## src/hw/rtl/murmur2_hash_engine_core_macros.svh

```systemverilog
// assertion helpers, clocked on clk and held off during rst
`ifndef MURMUR2_HASH_ENGINE_CORE_MACROS_SVH
`define MURMUR2_HASH_ENGINE_CORE_MACROS_SVH

// same-cycle implication
`define MM2_ASSERT_NOW(lbl, ante, cons, msg) \
  lbl: assert property (@(posedge clk) disable iff (rst) (ante) |-> (cons)) \
    else $error(msg);

// next-cycle implication
`define MM2_ASSERT_NEXT(lbl, ante, cons, msg) \
  lbl: assert property (@(posedge clk) disable iff (rst) (ante) |=> (cons)) \
    else $error(msg);

`endif

```

## src/hw/rtl/mm2hash_pkg.sv

```systemverilog
`timescale 1ns / 1ps
`default_nettype none

package mm2hash_pkg;

  localparam int unsigned DATA_W = 32;
  localparam int unsigned LEN_W  = 31;
  localparam int unsigned VB_W   = 3;
  localparam int unsigned ADDR_W = 3;

  localparam logic [DATA_W-1:0] MUL_CONST = 32'h5bd1e995;

  // register index, taken from paddr[2]
  localparam logic [0:0] REG_SEED = 1'b0;

  // datapath operations, one multiply each
  localparam logic [2:0] OP_NONE = 3'd0;
  localparam logic [2:0] OP_KEY1 = 3'd1;  // k = word * m
  localparam logic [2:0] OP_KEY2 = 3'd2;  // k = (k ^ k >> 24) * m
  localparam logic [2:0] OP_HASH = 3'd3;  // h = h * m ^ k
  localparam logic [2:0] OP_TAIL = 3'd4;  // h = (h ^ tail bytes) * m
  localparam logic [2:0] OP_FIN  = 3'd5;  // h = (h ^ h >> 13) * m

  typedef struct packed {
    logic       accept;
    logic       start;
    logic       out_load;
    logic [2:0] op;
  } cmd_t;

  typedef struct packed {
    logic slot_free;
  } sts_t;

  // keeps the low one to three bytes of a partial last word
  function automatic logic [DATA_W-1:0] tail_mask(input logic [1:0] nb);
    logic [DATA_W-1:0] m;
    begin
      case (nb)
        2'd1:    m = 32'h0000_00ff;
        2'd2:    m = 32'h0000_ffff;
        2'd3:    m = 32'h00ff_ffff;
        default: m = 32'h0000_0000;
      endcase
      return m;
    end
  endfunction

endpackage

`default_nettype wire

```

## src/hw/rtl/murmur2_hash_engine_core.sv

```systemverilog
`timescale 1ns / 1ps
`default_nettype none

// channel   | handshake             | payload
// ----------+-----------------------+-------------------------------------------
// item in   | item_valid/item_ready | data_word valid_bytes first_word last_word message_length
// hash out  | hash_valid/hash_ready | hash_value
// config    | psel/penable/pready   | paddr pwrite pwdata prdata (seed at 0x0)
//
// one item is in flight at a time; all multiplies go through one 32x32 unit
// full word: accept, two key multiplies, hash multiply; last word with four bytes: those steps
// then final mix and output load; with one to three: accept, tail multiply, final mix, output
// load; with none: accept, final mix, output load; each plus any wait for the output register
// to drain; a word outside an open message is accepted and dropped
// rst is synchronous; clears the sequencer, message flag, output valid, seed

module murmur2_hash_engine_core
  import mm2hash_pkg::*;
(
  input  wire logic              clk,
  input  wire logic              rst,
  // item channel
  input  wire logic              item_valid,
  output logic                   item_ready,
  input  wire logic [DATA_W-1:0] data_word,
  input  wire logic [VB_W-1:0]   valid_bytes,
  input  wire logic              first_word,
  input  wire logic              last_word,
  input  wire logic [LEN_W-1:0]  message_length,
  // hash channel
  output logic                   hash_valid,
  input  wire logic              hash_ready,
  output logic [DATA_W-1:0]      hash_value,
  // register port
  input  wire logic              psel,
  input  wire logic              penable,
  input  wire logic              pwrite,
  input  wire logic [ADDR_W-1:0] paddr,
  input  wire logic [DATA_W-1:0] pwdata,
  output logic [DATA_W-1:0]      prdata,
  output logic                   pready
);

  `include "murmur2_hash_engine_core_macros.svh"

  logic [DATA_W-1:0] seed;
  logic              seed_sel;
  cmd_t              cmd;
  sts_t              sts;

  // register decode: index sits above the byte offset
  assign pready   = 1'b1;
  assign seed_sel = (paddr[ADDR_W-1] == REG_SEED);
  assign prdata   = seed_sel ? seed : '0;

  always_ff @(posedge clk) begin
    if (rst) begin
      seed <= '0;
    end else if (psel && penable && pwrite && pready && seed_sel) begin
      seed <= pwdata;
    end
  end

  // sequencer: decides the multiply for each cycle
  mm2hash_ctrl u_ctrl (
    .clk         (clk),
    .rst         (rst),
    .item_valid  (item_valid),
    .item_ready  (item_ready),
    .valid_bytes (valid_bytes),
    .first_word  (first_word),
    .last_word   (last_word),
    .sts         (sts),
    .cmd         (cmd)
  );

  // key/hash registers, shared multiplier and output register
  mm2hash_dp u_dp (
    .clk            (clk),
    .rst            (rst),
    .cmd            (cmd),
    .sts            (sts),
    .seed           (seed),
    .data_word      (data_word),
    .valid_bytes    (valid_bytes),
    .message_length (message_length),
    .hash_value     (hash_value),
    .hash_valid     (hash_valid),
    .hash_ready     (hash_ready)
  );

  // a result is only written into a free or draining output slot
  `MM2_ASSERT_NOW(a_load_free, cmd.out_load, sts.slot_free, "hash load into full slot")
  // no item is taken while a result is being handed over
  `MM2_ASSERT_NOW(a_load_busy, cmd.out_load, !item_ready, "item taken during hash load")
  // a loaded result shows up as valid the next cycle
  `MM2_ASSERT_NEXT(a_load_vld, cmd.out_load, hash_valid, "loaded hash not presented")

endmodule

`default_nettype wire

```

## src/hw/rtl/mm2hash_dp.sv

```systemverilog
`timescale 1ns / 1ps
`default_nettype none

module mm2hash_dp
  import mm2hash_pkg::*;
(
  input  wire logic              clk,
  input  wire logic              rst,
  input  wire cmd_t              cmd,
  output sts_t                   sts,
  input  wire logic [DATA_W-1:0] seed,
  input  wire logic [DATA_W-1:0] data_word,
  input  wire logic [VB_W-1:0]   valid_bytes,
  input  wire logic [LEN_W-1:0]  message_length,
  output logic [DATA_W-1:0]      hash_value,
  output logic                   hash_valid,
  input  wire logic              hash_ready
);

  logic [DATA_W-1:0] word_q;
  logic [1:0]        nb_q;
  logic [DATA_W-1:0] key_q;
  logic [DATA_W-1:0] hash_q;
  logic [DATA_W-1:0] mul_a;
  logic [DATA_W-1:0] product;

  // one shared multiplier, operand picked per step
  always_comb begin
    case (cmd.op)
      OP_KEY1: mul_a = word_q;
      OP_KEY2: mul_a = key_q ^ (key_q >> 24);
      OP_HASH: mul_a = hash_q;
      OP_TAIL: mul_a = hash_q ^ (word_q & tail_mask(nb_q));
      OP_FIN:  mul_a = hash_q ^ (hash_q >> 13);
      default: mul_a = '0;
    endcase
  end

  assign product = mul_a * MUL_CONST;

  always_ff @(posedge clk) begin
    if (cmd.accept) begin
      word_q <= data_word;
      nb_q   <= valid_bytes[1:0];
    end
    if (cmd.accept && cmd.start) begin
      hash_q <= seed ^ {1'b0, message_length};
    end
    case (cmd.op)
      OP_KEY1, OP_KEY2: key_q  <= product;
      OP_HASH:          hash_q <= product ^ key_q;
      OP_TAIL, OP_FIN:  hash_q <= product;
      default:          ;
    endcase
    if (cmd.out_load) begin
      hash_value <= hash_q ^ (hash_q >> 15);
    end
  end

  always_ff @(posedge clk) begin
    if (rst) begin
      hash_valid <= 1'b0;
    end else if (cmd.out_load) begin
      hash_valid <= 1'b1;
    end else if (hash_ready) begin
      hash_valid <= 1'b0;
    end
  end

  assign sts.slot_free = !hash_valid || hash_ready;

endmodule

`default_nettype wire

```

## src/hw/rtl/mm2hash_ctrl.sv

```systemverilog
`timescale 1ns / 1ps
`default_nettype none

module mm2hash_ctrl
  import mm2hash_pkg::*;
(
  input  wire logic            clk,
  input  wire logic            rst,
  input  wire logic            item_valid,
  output logic                 item_ready,
  input  wire logic [VB_W-1:0] valid_bytes,
  input  wire logic            first_word,
  input  wire logic            last_word,
  input  wire sts_t            sts,
  output cmd_t                 cmd
);

  localparam logic [2:0] S_IDLE = 3'd0;
  localparam logic [2:0] S_KEY1 = 3'd1;
  localparam logic [2:0] S_KEY2 = 3'd2;
  localparam logic [2:0] S_HASH = 3'd3;
  localparam logic [2:0] S_TAIL = 3'd4;
  localparam logic [2:0] S_FIN  = 3'd5;
  localparam logic [2:0] S_OUT  = 3'd6;

  logic [2:0] state;
  logic [2:0] state_next;
  logic       in_msg;
  logic       in_msg_next;
  logic       last_q;
  logic       last_q_next;

  assign item_ready = (state == S_IDLE);

  always_comb begin
    state_next   = state;
    in_msg_next  = in_msg;
    last_q_next  = last_q;
    cmd.accept   = 1'b0;
    cmd.start    = 1'b0;
    cmd.out_load = 1'b0;
    cmd.op       = OP_NONE;
    case (state)
      S_IDLE: begin
        if (item_valid) begin
          cmd.accept = 1'b1;
          // words outside an open message are dropped
          if (first_word || in_msg) begin
            cmd.start   = first_word;
            in_msg_next = 1'b1;
            last_q_next = last_word;
            if (!last_word || valid_bytes[2]) begin
              state_next = S_KEY1;
            end else if (valid_bytes[1:0] != 2'd0) begin
              state_next = S_TAIL;
            end else begin
              state_next = S_FIN;
            end
          end
        end
      end
      S_KEY1: begin
        cmd.op     = OP_KEY1;
        state_next = S_KEY2;
      end
      S_KEY2: begin
        cmd.op     = OP_KEY2;
        state_next = S_HASH;
      end
      S_HASH: begin
        cmd.op     = OP_HASH;
        state_next = last_q ? S_FIN : S_IDLE;
      end
      S_TAIL: begin
        cmd.op     = OP_TAIL;
        state_next = S_FIN;
      end
      S_FIN: begin
        cmd.op      = OP_FIN;
        in_msg_next = 1'b0;
        state_next  = S_OUT;
      end
      S_OUT: begin
        if (sts.slot_free) begin
          cmd.out_load = 1'b1;
          state_next   = S_IDLE;
        end
      end
      default: begin
        state_next = S_IDLE;
      end
    endcase
  end

  always_ff @(posedge clk) begin
    if (rst) begin
      state  <= S_IDLE;
      in_msg <= 1'b0;
      last_q <= 1'b0;
    end else begin
      state  <= state_next;
      in_msg <= in_msg_next;
      last_q <= last_q_next;
    end
  end

endmodule

`default_nettype wire
```

## config.mk

```make
export PLATFORM = sky130hd
export DESIGN_NAME = murmur2_hash_engine_core
export DESIGN_NICKNAME = d
export VERILOG_FILES = /design/src/hw/rtl/mm2hash_pkg.sv /design/src/hw/rtl/murmur2_hash_engine_core.sv /design/src/hw/rtl/mm2hash_dp.sv /design/src/hw/rtl/mm2hash_ctrl.sv
export VERILOG_INCLUDE_DIRS = /design/src /design/src/hw/rtl
export SDC_FILE = /design/constraint.sdc
export NUM_CORES = 1
export LEC_CHECK = 0
export BUFFER_PORTS_ARGS = -buffer_cell sky130_fd_sc_hd__buf_4
export CAP_MARGIN = 25
export CORE_MARGIN = 2
export CORE_UTILIZATION = 60
export CTS_BUF_LIST = sky130_fd_sc_hd__clkbuf_16
export DETAILED_ROUTE_END_ITERATION = 10
export PLACE_DENSITY = 0.78
export SLEW_MARGIN = 0
export SYNTH_ARGS = -nofsm -noshare
export SYNTH_HDL_FRONTEND = slang
export SYNTH_SLANG_ARGS = --single-unit
```

## constraint.sdc

```tcl
create_clock -name clk -period 9.6 [get_ports clk]
set_input_delay 1.44 -clock clk [delete_from_list [all_inputs] [get_ports clk]]
set_output_delay 1.44 -clock clk [all_outputs]
set_load 0.05 [all_outputs]
```

==> impl_results.md <==
* Hold Fails Final Rpt at 0
* Critical Path Fanout Max at 17
* CTS Root Cell: clkbuf_16
* WHS at 0.4791 ns
* Clock latency at the later pin of the worst-skew pair at 0.43 ns
* Critical path type: reg2reg
* Clock transition at path regs at 0.06 ns
* CORE AREA at 27930 µm²
* Area Growth Syn to Fin at 14.34%
* Status: finished clean
* Worst endpoint required time at 9.77 ns
* Most frequent CP cell: fa_1
* Post-CTS Setup Bufs at 0
* Initial antenna violation count at 0
* Die width at about 170 µm
* Ys async rst share at 0%
* Cell variety after synth at 74
* Ant. Diodes at 0
* Final worst-path cycle share at 94.23%
* Syn_area_per_cell at 9.965 µm²
* Post-DP HPWL at 40.24 mm
* Final setup TNS at 0 ns
* Vias in the first global route at 13620
* Via density at 5.787
* I/O pin total at 177
* Crit path time final at between 9 and 10 ns
* Cells after Synth at 1722
* H-tree levels at 4
* Critical-path top delay cell: nor3b_4
* Worst reg2reg endpoint: u_dp.hash_q[29]$_DFFE_PP_
* Cell depth of the worst flop-to-flop path at 29
* Yosys Warn Count at 0
* Crit Reg-Reg Startpoint: u_ctrl.state[0]$_SDFFE_PP0P_
* CTS tree: yes
* EDFF count, synth at 130
* Fin nets at 2407
* Crit path from: u_ctrl.state[0]$_SDFFE_PP0P_
* Clock buffer depth at 2
* Mapped Nets at 2229
* Crit path arrival time at between 9 and 10 ns
* FF-to-FF setup slack at between 0.5 and 0.6 ns
* Row cnt at 61
* Most used DFF post-synth: edfxtp_1
* TritonCTS buffer count at 17
* Max_cap viols at 0
* DRT Wirelength at around 50 mm
* Final max-slew violation count at 0
* Relative slew slack at a little under two fifths
* Critical path endpoint category: register
* Hold crit path type: reg2reg
* DIE AREA at 29970 µm²
* Seq/Total Area, Yosys at 27.18%
* Max Freq at 110.5 MHz
* Max incr delay on CP at 0.54 ns
* Grt ovf at 0
* Residual DRC count at 0
* Routed vias at 13260
* Post-DRT Antenna Nets at 0
* PortBufs at between 150 and 200
* Wire length per cell at 21.64 µm
* CTS-repair resized insts at 0
* RSZ-0062 raised after global routing: no
* Initial Util at 61.43%
* Setup violations, final at 0
* Largest net degree at the start of global routing at 47
* CTS Hold Bufs at 0
* First-pass detailed-route iteration total at 8
* Hold Path Origin: seed[18]$_SDFFE_PP0P_
* Worst slew pin tran at around 0.95 ns
* Layout cells sized above 1 at 14.01%
* Seq cells post-synth at 168
* Clock skew at between 0.01 and 0.015 ns
* CP startpoint kind: register
* CTS sink count at about 170
* Mapped cell area at approximately 17000 µm²
* Most common cell after layout, fill and taps aside: inv_1
* First-pass GRT wire length at 76.81 mm
* Hold Path Depth at 2
* Die H at 173.1 µm
* Most frequent cells in the layout: inv_1 (358), ha_1 (216), buf_4 (216)
* Layout filler cell count at 2143
* Initial DRC count at 1381
* Hold EP: seed[18]$_SDFFE_PP0P_
* GPL Wtd Cong at 0.9531
* Gr usage total at roughly a third
## per-layer routing
layer	track usage (%)	part of all wire (%)
met1	45.98	40
met2	54.18	46
met3	6.596	10
met4	11.41	3.6
met5	0	0
## cell usage after synthesis (all sizes together) (6+ instances only)
| library cell | count | area [µm²] |
|---|---|---|
| a32oi | 7 | 61.31 |
| nor3b | 6 | 56.31 |
| mux2i | 9 | 90.09 |
| nor3 | 7 | 35.03 |
| inv | 355 | 1333 |
| o221ai | 17 | 148.9 |
| buf | 12 | 72.56 |
| a31oi | 12 | 75.07 |
| and2 | 7 | 43.79 |
| a22oi | 8 | 60.06 |
| a221o | 18 | 181.4 |
| nor2 | 48 | 180.2 |
| nor2b | 37 | 234.0 |
| dfxtp | 38 | 760.7 |
| nand3 | 13 | 70.07 |
| xnor2 | 65 | 576.8 |
| edfxtp | 130 | 3904 |
| ha | 216 | 2703 |
| nand2b | 8 | 57.55 |
| a221oi | 17 | 148.9 |
| xor2 | 53 | 464.2 |
| a21o | 12 | 90.09 |
| a21oi | 89 | 445.4 |
| fa | 181 | 3623 |
| nand2 | 168 | 630.6 |
| clkbuf | 47 | 176.4 |
| o21ai | 76 | 384.1 |
## worst max-delay path by stage
stage	end	slack, ns	cells after the start
6_report	u_dp.hash_q[29]$_DFFE_PP_	0.55	29
5_1_grt	u_dp.hash_q[31]$_DFFE_PP_	0.36	29
4_1_cts	u_dp.hash_q[29]$_DFFE_PP_	0.74	29
3_5_place_dp	u_dp.hash_q[29]$_DFFE_PP_	0.79	29
3_3_place_gp	u_dp.hash_q[29]$_DFFE_PP_	0.86	29
2_1_floorplan	u_dp.hash_q[31]$_DFFE_PP_	1.27	28
## area by class of cell
class / instances / area (µm²) / area share (%)
Tap cell: 378 / 473.0 / 2.411
Multi-Input combinational cell: 1140 / 10930 / 55.71
Inverter: 355 / 1333 / 6.792
Clock inverter: 13 / 75.07 / 0.3826
Timing Repair Buffer: 218 / 1669 / 8.507
Sequential cell: 168 / 4664 / 23.77
Clock buffer: 19 / 475.5 / 2.423
## cell families (layout without fill, tap and decap cells)
| group | after synthesis | after routing | share of synthesized area, % |
|---|---|---|---|
| muxes | 13 | 13 | 0.7875 |
| other | 1 | 1 | 0.02185 |
| xor gates and xnor gates | 120 | 120 | 6.337 |
| buffers and inverters | 414 | 605 | 9.217 |
| adders and majority gates | 397 | 397 | 36.87 |
| DFF | 168 | 168 | 27.18 |
| and+or+nand+nor | 315 | 315 | 8.502 |
| AOI/OAI and AO/OA | 294 | 294 | 11.08 |
## critical path: cells and delay by family, from the launching register on
kind,cells,cell delay [ns]
DFF,1,0.51
and+or+nand+nor,4,1.34
xor gates and xnor gates,1,0.21
muxes,1,0.37
adders and majority gates,9,3.64
buffers and inverters,5,0.51
AOI/OAI and AO/OA,9,2.18
## metrics by stage
stage | util [%] | worst slack [ns] | instances | instance area, µm²
global placement | 68.17 | 0.8562 | 2258 | 19040
detailed placement | 68.27 | 0.7941 | 2259 | 19070
finish | 70.24 | 0.5535 | 2291 | 19620
CTS | 70.24 | 0.7372 | 2291 | 19620
global route | 70.24 | 0.3648 | 2291 | 19620
floorplan | - | 1.273 | 1722 | 17160
## flip-flops by register name (all words and copies together), names as in the netlist
register / cells
u_ctrl.state: 3
u_dp.hash_q: 32
u_dp.hash_valid: 1
u_dp.nb_q: 2
u_dp.hash_value: 32
u_dp.key_q: 32
u_dp.word_q: 32
u_ctrl.last_q: 1
seed: 32
u_ctrl.in_msg: 1
Power is not shown: default switching activity piles up to over one toggle a cycle in this logic, so the estimate is an artifact.
